### src/rtl/assert_macros.svh
// assertion helpers used by the top-level rtl
`ifndef ASSERT_MACROS_SVH
`define ASSERT_MACROS_SVH

// same-cycle implication, checked outside reset
`define ASSERT_SAME(label, ante, cons, msg) \
	label: assert property (@(posedge clk) disable iff (!arst_n) (ante) |-> (cons)) \
		else $error(msg);

// next-cycle implication, checked outside reset
`define ASSERT_NEXT(label, ante, cons, msg) \
	label: assert property (@(posedge clk) disable iff (!arst_n) (ante) |=> (cons)) \
		else $error(msg);

`endif

### src/rtl/owbm_pkg.sv
package owbm_pkg;

	// item kinds
	localparam logic [1:0] KIND_TICK  = 2'd0;
	localparam logic [1:0] KIND_RESET = 2'd1;
	localparam logic [1:0] KIND_WRITE = 2'd2;
	localparam logic [1:0] KIND_READ  = 2'd3;

	// sequencer phases
	localparam logic [3:0] PH_IDLE     = 4'd0;
	localparam logic [3:0] PH_RST_LOW  = 4'd1;
	localparam logic [3:0] PH_RST_WAIT = 4'd2;
	localparam logic [3:0] PH_RST_POLL = 4'd3;
	localparam logic [3:0] PH_RST_RISE = 4'd4;
	localparam logic [3:0] PH_W_LOW    = 4'd5;
	localparam logic [3:0] PH_W_HOLD   = 4'd6;
	localparam logic [3:0] PH_W_REC    = 4'd7;
	localparam logic [3:0] PH_R_LOW    = 4'd8;
	localparam logic [3:0] PH_R_SAMPLE = 4'd9;
	localparam logic [3:0] PH_R_TAIL   = 4'd10;
	localparam logic [3:0] PH_R_RISE   = 4'd11;

	// configuration register indexes
	localparam logic [2:0] REG_RESET_LOW     = 3'd0;
	localparam logic [2:0] REG_PRES_DELAY    = 3'd1;
	localparam logic [2:0] REG_PRES_TIMEOUT  = 3'd2;
	localparam logic [2:0] REG_SLOT_LOW      = 3'd3;
	localparam logic [2:0] REG_WRITE_HOLD    = 3'd4;
	localparam logic [2:0] REG_RECOVERY      = 3'd5;
	localparam logic [2:0] REG_READ_SAMPLE   = 3'd6;
	localparam logic [2:0] REG_READ_TAIL     = 3'd7;

	// register reset values
	localparam logic [15:0] RST_RESET_LOW    = 16'd90;
	localparam logic [15:0] RST_PRES_DELAY   = 16'd11;
	localparam logic [15:0] RST_PRES_TIMEOUT = 16'd60000;
	localparam logic [7:0]  RST_SLOT_LOW     = 8'd1;
	localparam logic [7:0]  RST_WRITE_HOLD   = 8'd8;
	localparam logic [7:0]  RST_RECOVERY     = 8'd1;
	localparam logic [7:0]  RST_READ_SAMPLE  = 8'd6;
	localparam logic [7:0]  RST_READ_TAIL    = 8'd8;

	typedef struct packed {
		logic [15:0] reset_low_ticks;
		logic [15:0] presence_delay_ticks;
		logic [15:0] presence_timeout_ticks;
		logic [7:0]  slot_low_ticks;
		logic [7:0]  write_hold_ticks;
		logic [7:0]  recovery_ticks;
		logic [7:0]  read_sample_ticks;
		logic [7:0]  read_tail_ticks;
	} cfg_t;

	typedef struct packed {
		logic       presence_timed_out;
		logic       device_present;
		logic [7:0] read_value;
		logic       done_res;
		logic       busy_res;
		logic       drive_low;
	} res_t;

endpackage

### src/rtl/owbm_cfg.sv
module owbm_cfg (
	input  logic            clk,
	input  logic            arst_n,
	input  logic            wr_en,
	input  logic [2:0]      wr_index,
	input  logic [15:0]     wr_data,
	output owbm_pkg::cfg_t  cfg
);
	import owbm_pkg::*;

	cfg_t cfg_q;

	// register file, one write per transfer
	always_ff @(posedge clk or negedge arst_n) begin
		if (!arst_n) begin
			cfg_q.reset_low_ticks        <= RST_RESET_LOW;
			cfg_q.presence_delay_ticks   <= RST_PRES_DELAY;
			cfg_q.presence_timeout_ticks <= RST_PRES_TIMEOUT;
			cfg_q.slot_low_ticks         <= RST_SLOT_LOW;
			cfg_q.write_hold_ticks       <= RST_WRITE_HOLD;
			cfg_q.recovery_ticks         <= RST_RECOVERY;
			cfg_q.read_sample_ticks      <= RST_READ_SAMPLE;
			cfg_q.read_tail_ticks        <= RST_READ_TAIL;
		end else if (wr_en) begin
			unique case (wr_index)
				REG_RESET_LOW:    cfg_q.reset_low_ticks        <= wr_data;
				REG_PRES_DELAY:   cfg_q.presence_delay_ticks   <= wr_data;
				REG_PRES_TIMEOUT: cfg_q.presence_timeout_ticks <= wr_data;
				REG_SLOT_LOW:     cfg_q.slot_low_ticks         <= wr_data[7:0];
				REG_WRITE_HOLD:   cfg_q.write_hold_ticks       <= wr_data[7:0];
				REG_RECOVERY:     cfg_q.recovery_ticks         <= wr_data[7:0];
				REG_READ_SAMPLE:  cfg_q.read_sample_ticks      <= wr_data[7:0];
				REG_READ_TAIL:    cfg_q.read_tail_ticks        <= wr_data[7:0];
				default:          cfg_q.read_tail_ticks        <= cfg_q.read_tail_ticks;
			endcase
		end
	end

	assign cfg = cfg_q;

endmodule

### src/rtl/owbm_seq.sv
module owbm_seq (
	input  logic            clk,
	input  logic            arst_n,
	input  logic            step,
	input  logic [1:0]      kind,
	input  logic [7:0]      data_byte,
	input  logic            line_level,
	input  owbm_pkg::cfg_t  cfg,
	output owbm_pkg::res_t  res
);
	import owbm_pkg::*;

	logic [3:0]  phase_q, phase_d;
	logic [15:0] ticks_q, ticks_d;
	logic [2:0]  bit_q, bit_d;
	logic [7:0]  shift_q, shift_d;
	logic        present_q, present_d;
	logic        timeout_q, timeout_d;
	logic [7:0]  rdres_q, rdres_d;
	logic        done;
	logic [15:0] ticks_inc;
	logic [15:0] len;
	logic        elapsed;

	// phase length for the timed phase now running
	always_comb begin
		unique case (phase_q)
			PH_RST_LOW:  len = cfg.reset_low_ticks;
			PH_RST_WAIT: len = cfg.presence_delay_ticks;
			PH_RST_POLL: len = cfg.presence_timeout_ticks;
			PH_W_LOW:    len = {8'd0, cfg.slot_low_ticks};
			PH_R_LOW:    len = {8'd0, cfg.slot_low_ticks};
			PH_W_HOLD:   len = {8'd0, cfg.write_hold_ticks};
			PH_W_REC:    len = {8'd0, cfg.recovery_ticks};
			PH_R_SAMPLE: len = {8'd0, cfg.read_sample_ticks};
			PH_R_TAIL:   len = {8'd0, cfg.read_tail_ticks};
			default:     len = 16'd0;
		endcase
	end

	assign ticks_inc = ticks_q + 16'd1;
	assign elapsed   = (ticks_inc >= len);

	// next state for one item
	always_comb begin
		phase_d   = phase_q;
		ticks_d   = ticks_q;
		bit_d     = bit_q;
		shift_d   = shift_q;
		present_d = present_q;
		timeout_d = timeout_q;
		rdres_d   = rdres_q;
		done      = 1'b0;
		if (kind != KIND_TICK) begin
			// commands start only from idle
			if (phase_q == PH_IDLE) begin
				bit_d   = 3'd0;
				ticks_d = 16'd0;
				unique case (kind)
					KIND_RESET: begin
						present_d = 1'b0;
						timeout_d = 1'b0;
						phase_d   = PH_RST_LOW;
					end
					KIND_WRITE: begin
						shift_d = data_byte;
						phase_d = PH_W_LOW;
					end
					default: begin
						shift_d = 8'd0;
						phase_d = PH_R_LOW;
					end
				endcase
			end
		end else begin
			unique case (phase_q)
				PH_IDLE: begin
					phase_d = PH_IDLE;
				end
				PH_RST_LOW, PH_RST_WAIT, PH_W_LOW, PH_W_HOLD, PH_R_LOW, PH_R_TAIL: begin
					ticks_d = ticks_inc;
					if (elapsed) begin
						ticks_d = 16'd0;
						unique case (phase_q)
							PH_RST_LOW:  phase_d = PH_RST_WAIT;
							PH_RST_WAIT: phase_d = PH_RST_POLL;
							PH_W_LOW:    phase_d = PH_W_HOLD;
							PH_W_HOLD:   phase_d = PH_W_REC;
							PH_R_LOW:    phase_d = PH_R_SAMPLE;
							default:     phase_d = PH_R_RISE;
						endcase
					end
				end
				PH_RST_POLL: begin
					if (!line_level) begin
						present_d = 1'b1;
						ticks_d   = 16'd0;
						phase_d   = PH_RST_RISE;
					end else begin
						ticks_d = ticks_inc;
						if (elapsed) begin
							timeout_d = 1'b1;
							present_d = 1'b0;
							ticks_d   = 16'd0;
							phase_d   = PH_IDLE;
							done      = 1'b1;
						end
					end
				end
				PH_RST_RISE: begin
					if (line_level) begin
						ticks_d = 16'd0;
						phase_d = PH_IDLE;
						done    = 1'b1;
					end
				end
				PH_W_REC: begin
					ticks_d = ticks_inc;
					if (elapsed) begin
						shift_d = {1'b0, shift_q[7:1]};
						ticks_d = 16'd0;
						if (bit_q == 3'd7) begin
							phase_d = PH_IDLE;
							done    = 1'b1;
						end else begin
							bit_d   = bit_q + 3'd1;
							phase_d = PH_W_LOW;
						end
					end
				end
				PH_R_SAMPLE: begin
					ticks_d = ticks_inc;
					if (elapsed) begin
						shift_d = {line_level, shift_q[7:1]};
						ticks_d = 16'd0;
						phase_d = PH_R_TAIL;
					end
				end
				PH_R_RISE: begin
					if (line_level) begin
						ticks_d = 16'd0;
						if (bit_q == 3'd7) begin
							phase_d = PH_IDLE;
							done    = 1'b1;
							rdres_d = shift_q;
						end else begin
							bit_d   = bit_q + 3'd1;
							phase_d = PH_R_LOW;
						end
					end
				end
				default: begin
					ticks_d = 16'd0;
					phase_d = PH_IDLE;
				end
			endcase
		end
	end

	// sequencer state, advanced once per processed item
	always_ff @(posedge clk or negedge arst_n) begin
		if (!arst_n) begin
			phase_q   <= PH_IDLE;
			ticks_q   <= 16'd0;
			bit_q     <= 3'd0;
			shift_q   <= 8'd0;
			present_q <= 1'b0;
			timeout_q <= 1'b0;
			rdres_q   <= 8'd0;
		end else if (step) begin
			phase_q   <= phase_d;
			ticks_q   <= ticks_d;
			bit_q     <= bit_d;
			shift_q   <= shift_d;
			present_q <= present_d;
			timeout_q <= timeout_d;
			rdres_q   <= rdres_d;
		end
	end

	// result as seen after the item is applied
	always_comb begin
		if (phase_d == PH_RST_LOW || phase_d == PH_W_LOW || phase_d == PH_R_LOW) begin
			res.drive_low = 1'b1;
		end else if (phase_d == PH_W_HOLD) begin
			res.drive_low = ~shift_d[0];
		end else begin
			res.drive_low = 1'b0;
		end
		res.busy_res           = (phase_d != PH_IDLE);
		res.done_res           = done;
		res.read_value         = rdres_d;
		res.device_present     = present_d;
		res.presence_timed_out = timeout_d;
	end

endmodule

### src/rtl/one_wire_bus_master_top.sv
// One-wire bus master, driven by a stream of items on the s_ channel.
// Each item is either a one-microsecond tick carrying the sampled bus level
// or a command (bus reset, write byte, read byte). Commands are taken only
// when the sequencer is idle; a command that arrives while busy is dropped
// and still yields a status result. Every item yields exactly one result on
// the m_ channel: bus drive level, busy, done, last read byte and presence
// flags, all as they stand after that item.
// Path: the item's transfer loads the input register, and the result
// register then loads after one pass through the sequencer, held while the
// m_ receiver stalls. Throughput: one item per cycle while the m_ receiver
// takes results; the sequencer state updates once per item.
// If the m_ receiver stalls, the result register holds and the input
// register fills, after which s_tready falls until the result is taken.
// Configuration writes on the cfg_ channel are always accepted, cfg_ready
// being tied high, and are meant to be done while the bus is idle.
// Reset (arst_n low) returns the sequencer to idle, clears flags and the read
// byte, restores default phase lengths and empties both registers.
`include "assert_macros.svh"
module one_wire_bus_master_top (
	input  logic        clk,
	input  logic        arst_n,
	input  logic        s_tvalid,
	output logic        s_tready,
	input  logic [15:0] s_tdata,   // [7:0] data_byte, [8] line_level, [15:9] zero
	input  logic [1:0]  s_tuser,   // [1:0] kind
	output logic        m_tvalid,
	input  logic        m_tready,
	output logic [15:0] m_tdata,   // [0] drive_low, [1] busy_res, [2] done_res,
	                               // [10:3] read_value, [11] device_present,
	                               // [12] presence_timed_out, [15:13] zero
	input  logic        cfg_valid,
	output logic        cfg_ready,
	input  logic [2:0]  cfg_index,
	input  logic [15:0] cfg_data
);
	import owbm_pkg::*;

	cfg_t       cfg;
	res_t       res;
	res_t       res_q;
	logic       valid_s1;
	logic [1:0] kind_s1;
	logic [7:0] data_s1;
	logic       level_s1;
	logic       out_valid_q;
	logic       adv;
	logic       step;

	// configuration writes always complete at once
	assign cfg_ready = 1'b1;

	owbm_cfg u_cfg (
		.clk      (clk),
		.arst_n   (arst_n),
		.wr_en    (cfg_valid & cfg_ready),
		.wr_index (cfg_index),
		.wr_data  (cfg_data),
		.cfg      (cfg)
	);

	// pipeline moves when the result register is free or being taken
	assign adv      = !out_valid_q || m_tready;
	assign step     = valid_s1 && adv;
	assign s_tready = !valid_s1 || adv;

	// input register
	always_ff @(posedge clk or negedge arst_n) begin
		if (!arst_n) begin
			valid_s1 <= 1'b0;
		end else if (s_tready) begin
			valid_s1 <= s_tvalid;
		end
	end

	always_ff @(posedge clk) begin
		if (s_tvalid && s_tready) begin
			kind_s1  <= s_tuser;
			data_s1  <= s_tdata[7:0];
			level_s1 <= s_tdata[8];
		end
	end

	owbm_seq u_seq (
		.clk        (clk),
		.arst_n     (arst_n),
		.step       (step),
		.kind       (kind_s1),
		.data_byte  (data_s1),
		.line_level (level_s1),
		.cfg        (cfg),
		.res        (res)
	);

	// result register
	always_ff @(posedge clk or negedge arst_n) begin
		if (!arst_n) begin
			out_valid_q <= 1'b0;
		end else if (adv) begin
			out_valid_q <= valid_s1;
		end
	end

	always_ff @(posedge clk) begin
		if (step) begin
			res_q <= res;
		end
	end

	assign m_tvalid = out_valid_q;
	assign m_tdata  = {3'd0, res_q};

	// sequencer invariants and pipeline control checks
	`ASSERT_SAME(a_done_not_busy, m_tvalid, !(res_q.done_res && res_q.busy_res), "done while busy")
	`ASSERT_SAME(a_flags_excl, m_tvalid, !(res_q.device_present && res_q.presence_timed_out), "present and timed out")
	`ASSERT_SAME(a_drive_busy, m_tvalid && res_q.drive_low, res_q.busy_res, "bus driven while idle")
	`ASSERT_SAME(a_full_stall, valid_s1 && m_tvalid && !m_tready, !s_tready, "input taken while full")

endmodule

### config.mk
export PLATFORM = sky130hd
export DESIGN_NAME = one_wire_bus_master_top
export DESIGN_NICKNAME = d
export VERILOG_FILES = /design/src/rtl/owbm_pkg.sv /design/src/rtl/owbm_cfg.sv /design/src/rtl/owbm_seq.sv /design/src/rtl/one_wire_bus_master_top.sv
export VERILOG_INCLUDE_DIRS = /design/src /design/src/rtl
export SDC_FILE = /design/constraint.sdc
export NUM_CORES = 1
export LEC_CHECK = 0
export BUFFER_PORTS_ARGS = -buffer_cell sky130_fd_sc_hd__buf_2
export CELL_PAD_IN_SITES_DETAIL_PLACEMENT = 1
export CELL_PAD_IN_SITES_GLOBAL_PLACEMENT = 1
export CORE_MARGIN = 2
export CORE_UTILIZATION = 44
export CTS_CLUSTER_SIZE = 30
export DETAILED_ROUTE_END_ITERATION = 7
export GPL_TIMING_DRIVEN = 0
export PLACE_DENSITY = 0.83
export SYNTH_ARGS = -nofsm -noshare
export SYNTH_HDL_FRONTEND = slang
export SYNTH_SLANG_ARGS = --single-unit
### constraint.sdc
create_clock -name clk -period 4.38 [get_ports clk]
set_clock_uncertainty 0.1 [all_clocks]
set_input_delay 0.219 -clock clk [delete_from_list [all_inputs] [get_ports clk]]
set_output_delay 0.219 -clock clk [all_outputs]
set_load 0.005 [all_outputs]
# After elaboration in Yosys (flattened, before gate mapping)
# Cells that the tools add are included.
dict set report totals {
  wordCells 149
  out_inout_bits 19
  regBits 155
  n_memories 0
  ram_bits 0
  latchBits 0
  romBits 0
  input_bits 42
}
dict set report classes {
  order_cmp 1
  n_shift 0
  n_reduce_logical 29
  n_bitwise 1
  n_mux 57
  n_eq_ne 32
  mul 0
  addsub 2
  div 0
}
# operator count
set op_table {}
lappend op_table {{case mux 16 bit (8 select lines)} 1}
lappend op_table {{2-to-1 mux 16 bit} 5}
lappend op_table {{2-to-1 mux 8 bit} 8}
lappend op_table {{case mux 16 bit (4 select lines)} 1}
lappend op_table {{2-to-1 mux 4 bit} 10}
lappend op_table {{case mux 8 bit (2 select lines)} 2}
lappend op_table {{equality test 4 x 3 -> 1 bit, second input constant} 6}
lappend op_table {{case mux 4 bit (6 select lines)} 1}
lappend op_table {{equality test 4 bit, second input constant} 5}
lappend op_table {{case mux 4 bit (5 select lines)} 1}
lappend op_table {{2-to-1 mux 1 bit} 19}
lappend op_table {{2-to-1 mux 3 bit} 6}
lappend op_table {{adder 16 x 1 -> 16 bit, second input constant} 1}
lappend op_table {{>= comparator 16 bit} 1}
lappend op_table {{AND reduction 2 bit} 8}
lappend op_table {{equality test 3 bit, second input constant} 5}
lappend op_table {{inequality test 3 x 1 -> 1 bit, second input constant} 3}
lappend op_table {{equality test 4 x 1 -> 1 bit, second input constant} 2}
lappend op_table {{equality test 4 x 2 -> 1 bit, second input constant} 2}
lappend op_table {{case mux 4 bit (2 select lines)} 1}
lappend op_table {{OR reduction 8 bit} 1}
lappend op_table {{equality test 3 x 2 -> 1 bit, second input constant} 2}
lappend op_table {{case mux 3 bit (2 select lines)} 1}
lappend op_table {{AND reduction 6 bit} 1}
lappend op_table {{other kinds (21)} 29}

# Longest topological paths before layout
dict set report logic_depth {
  ltp_word 11
  depth_mapped 19
  depth_no_buf 15
}

# Cells and area by module
# Synthesis repeated with hierarchy kept, for this count alone.
dict set report unflattened {
  cells_unflattened 674
  area_unflattened_um2 8042.7
}
# mod n_inst seq_area_each_um2 cells_each area_per_inst_um2
set modules_own_cells {}
lappend modules_own_cells {owbm_seq 1 1026.0 442 3762.4}
lappend modules_own_cells {owbm_cfg 1 2227.1 194 3418.3}
lappend modules_own_cells {one_wire_bus_master_top 1 770.7 38 862.1}

# Least setup slack after synthesis
# Ideal clock, no wire load.
dict set report synth_path {
  path_kind {register to register}
  start {register u_seq.phase_q[0]}
  end {register res_q, in the netlist m_tdata[0], data pin}
  path_stages_with_launch 17
  t_arrival_ps 3688
  setup_slack_ps 328
  required_time_ps 4017
  path_buffers 5
  synth_period_minus_slack_ps 4052
  setup_ps 263
  cell_sequence {dfrtp_1 -> buf_2 -> buf_1 -> buf_2 -> clkbuf_1 -> o21ai_0 -> a221oi_1 -> ha_1 -> nor2b_1 -> o211a_1 -> o311ai_4 -> nand3_2 -> buf_6 -> o2111a_1 -> a221o_1 -> a31oi_1 -> a22oi_1}
}
dict set report synth_between {
  elab_chain_cells 11
  word_cells_on_any_way 40
  classes_between {order compare (1); eq/ne (15); mux (18); bitwise (1); reduce/logical (5)}
}
# item line_no
set synth_lines {}
lappend synth_lines {{start, declared} owbm_seq.sv:13} ;# logic [3:0] phase_q, phase_d;
lappend synth_lines {{start signal, assigned} owbm_seq.sv:171} ;# phase_q <= phase_d;
lappend synth_lines {{equality test 4 x 3 -> 1 bit / equality test 4 bit (equally long branches)} {owbm_seq.sv:27, owbm_seq.sv:76, owbm_seq.sv:84}}
lappend synth_lines {{OR reduction 2 bit (no source line)} n/a}
lappend synth_lines {{case mux 16 bit (8 select lines)} owbm_seq.sv:27} ;# unique case (phase_q)
lappend synth_lines {{>= comparator 16 bit} owbm_seq.sv:42} ;# assign elapsed = (ticks_inc >= len);
lappend synth_lines {{2-to-1 mux 4 bit} owbm_seq.sv:101} ;# if (elapsed) begin
lappend synth_lines {{2-to-1 mux 4 bit} owbm_seq.sv:95} ;# if (!line_level) begin
lappend synth_lines {{case mux 4 bit (6 select lines)} owbm_seq.sv:76} ;# unique case (phase_q)
lappend synth_lines {{2-to-1 mux 4 bit} owbm_seq.sv:54} ;# if (kind != KIND_TICK) begin
lappend synth_lines {{equality test 4 x 1 -> 1 bit / equality test 4 x 3 -> 1 bit (equally long branches)} owbm_seq.sv:183} ;# if (phase_d == PH_RST_LOW || phase_d == PH_W_LOW || phase_d == PH_R_LOW) begin
lappend synth_lines {{logical OR 1 bit (2 in a row)} owbm_seq.sv:183}
lappend synth_lines {{end signal, assigned} one_wire_bus_master_top.sv:105} ;# res_q <= res;
lappend synth_lines {{end, declared} one_wire_bus_master_top.sv:40} ;# res_t res_q;
# Several ways; a longest one is shown, not always the timed one. The select of a mux whose other input is x is not followed.
# A chain may end at the register's enable or synchronous reset.

==> metrics <==
status=complete, no violations; pre-CTS setup slack=-0.698 ns; Top Layer Used=met4; wl on met1=9190 um; arrival time at the worst endpoint=4.25 ns; end of the worst hold path=u_cfg.cfg[73]$_DFFE_PN1P_; Max Fclk=0.238 GHz; clk sinks=155; vias per cell=5.75; synthesized cell area=7920 sq um; CTS root buf=clkbuf_16; Post-Route WL=21500 um; Cell Chain, Critical Path=nand3_1 > nor2_2 > nand4_1 > or2_2 > nor2_1 > xor2_1 > ha_1 > nand4_1 > nor3_1 > nor4_4 > nand3_2 > buf_6 > o2111a_1 > a221o_1 > nand4b_1; ANT cells=0; drt pass-1 iters=4; setup TNS=0 ns; metal3 WL=742 um; WS Path Type=flop to flop; number of synthesized flops with an enable pin=24; post-route ant nets=0; most frequent cells in the layout=109 x dfrtp_1, 107 x mux2_2, 107 x nand2_1, 50 x buf_2, 35 x o21ai_0; VDD IR max=0.375 mV; Synth Flop Type=dfrtp_1; R2R Setup Slk=0.17 ns; CTS buffer count=17; PD cells=566 nW/um^2; Yosys top cell area share=35.1%; post-route cell area=9510 sq um; R2R cell count=15; yosys synthesis warning count=0; CTS tree=built; Worst R2R Start=u_seq.ticks_q[2]$_DFFE_PN0P_; clock latency on the worst-skew pair=0.44 ns; Die H=138 um; Worst Path Max Fanout=10; Seq cells post-synth=155; Startpoint Class=flop; Filler cells=1928; dpl cell area=8470 sq um; Worst slew margin=8.43%; Worst-path clk slew=0.07 ns; slowest CP cell=dfrtp_1; Total GRT Usage=23.2%; port bufs=45; worst r2r dst=m_tdata[1]$_DFFE_PP_; Mapped Avg Cell Area=11.1 sq um; Max-Cap Viols=0; DR DRC count=0; Critical Path Max Stage Delay=0.40 ns; area delta synth->final=20.2%; H-tree depth=4; Initial Utilization=44.5%; post-layout min period=4.21 ns; clock buffer depth=2; Final setup viols=0; register area share after synthesis=50.8%; average wire per standard cell=20.5 um; post-synth cell types=60; grt ovf=0; worst-margin pin slew=1.36 ns; DR vias=6055; Worst setup EP type=flop; crit share post-route=96.1%; dpl hpwl=13700 um; synth top area cells=dfrtp_1 35%, mux2_2 15%, edfxtp_1 9.1%, dfstp_2 6.6%, nand2_1 5.1%; layout cell share with drive strength beyond 1=32.4%; largest net degree at the start of global routing=69; Hold Startpoint=cfg_data[1]; leading area contributor after synthesis=dfrtp_1; routed wl met2=11100 um; total power=5.38 mW; Pleak=4.11 nW; Required @ worst endpoint=4.42 ns; Post-Syn Instances=711; setup slack after layout=0.171 ns; layout net count=878; register area=4030 sq um; first-pass GRT wire length=35400 um; Multi-input gate area=3710 sq um; GP Congestion=0.842; 1st-iter DRT viols=377; Die Footprint=19100 sq um; FFs w/ async S/R, synth=84.5%; Max Slew Vio Count=0; hold slack=0.0307 ns; Die W=138 um; most common cell after layout, fill and taps aside=dfrtp_1; Final Hold Viols=0; Hold Path Cell Cnt=2; Std-Cell Rows=49; initial antenna violation count=0; hold crit path type=input pin to flop; most used cell, CP=nand4_1; core area=17800 sq um; number of global-route vias before repair=6493; # IOs=61
## synth_stat cells, drive strengths merged, types with 2 or more instances
cell,n
a211oi,2
nor2b,7
buf,22
a32oi,2
a31oi,7
nand2b,19
a221o,2
mux2,107
edfxtp,24
conb,2
nor3b,2
a21oi,24
clkbuf,17
a32o,2
nand3,24
nand4,6
o21ai,39
or2,3
o221ai,2
xor2,3
nand4b,4
dfstp,20
mux2i,8
nor3,11
and2,3
o311ai,5
a221oi,6
inv,12
a22o,9
xnor2,11
dfrtp,111
a22oi,16
nand2,107
ha,25
and3,6
nor2,28
## final cells by class
| cell class | count | share of cell area [%] |
|---|---|---|
| clock buffer | 18 | 4.73 |
| timing repair buffer | 80 | 6.01 |
| clock inverter | 14 | 1.87 |
| sequential | 155 | 42.3 |
| multi-input combinational | 506 | 39.1 |
| tap | 229 | 3.01 |
| buffer | 38 | 2.49 |
| inverter | 13 | 0.513 |
## sequential cells by signal (all words and copies together), names as in the netlist, 2 cells and up
register / count
u_seq.phase_q: 4
kind_s1: 2
m_tdata: 13
data_s1: 8
u_cfg.cfg: 88
u_seq.shift_q: 8
u_seq.bit_q: 3
u_seq.rdres_q: 8
u_seq.ticks_q: 16
## worst max-delay path by stage
stage                                to                          from  cells past startpoint
2_1_floorplan  m_tdata[0]$_SDFFCE_PP1P_  u_seq.phase_q[0]$_DFFE_PN0P_                     16
3_3_place_gp   m_tdata[0]$_SDFFCE_PP1P_  u_seq.phase_q[0]$_DFFE_PN0P_                     16
5_1_grt        m_tdata[0]$_SDFFCE_PP1P_  u_seq.phase_q[2]$_DFFE_PN0P_                     17
3_5_place_dp       m_tdata[1]$_DFFE_PP_  u_seq.phase_q[0]$_DFFE_PN0P_                     15
6_report           m_tdata[1]$_DFFE_PP_  u_seq.ticks_q[2]$_DFFE_PN0P_                     15
4_1_cts        m_tdata[0]$_SDFFCE_PP1P_  u_seq.ticks_q[2]$_DFFE_PN0P_                     17
## through the flow
| step | util (%) | instances |
|---|---|---|
| finish | 53.5 | 1053 |
| global route | 53.5 | 1053 |
| CTS | 52.6 | 1043 |
| detailed placement | 47.7 | 988 |
| global placement | 47.4 | 987 |
| floorplan | - | 713 |
## power by group
group | total (mW) | internal [mW] | leakage [nW] | switching (mW)
registers | 1.93 | 1.76 | 1.84 | 0.174
logic | 1.88 | 0.788 | 1.97 | 1.09
clock network | 1.57 | 0.897 | 0.301 | 0.674
## metal layers
layer  vias up  GRT usage, %
met1      3120          29.2
met2       133          40.5
met5         -             0
met4         0          8.32
met3        47          3.84
li1       2755             -
## repair_timing
action / CTS / global route
pin swaps: 0 / 10
hold buffers: 23 / 0
gates resized for setup: 13 / 32
cloned: 0 / 0
setup endpoints to repair: 36 / 19
setup buffers: 0 / 11
endpoints found under the hold margin: 87 / 0
## critical path: cells and delay by family (launching register included)
family | cells | cell delay, ns
compound gates | 2 | 0.60
xor+xnor | 1 | 0.23
fa+ha+maj | 1 | 0.30
buf+inv | 1 | 0.19
flops | 1 | 0.40
simple gates | 10 | 2.12
## cell families after synthesis
logic type | synth area share, %
buffers and inverters | 3.00
DFF | 50.8
adders and majority gates | 3.95
other | 0.0949
and+or+nand+nor | 13.8
xor gates and xnor gates | 1.55
AOI/OAI and AO/OA | 10.6
muxes | 16.2
(Power assumes the default switching activity.)
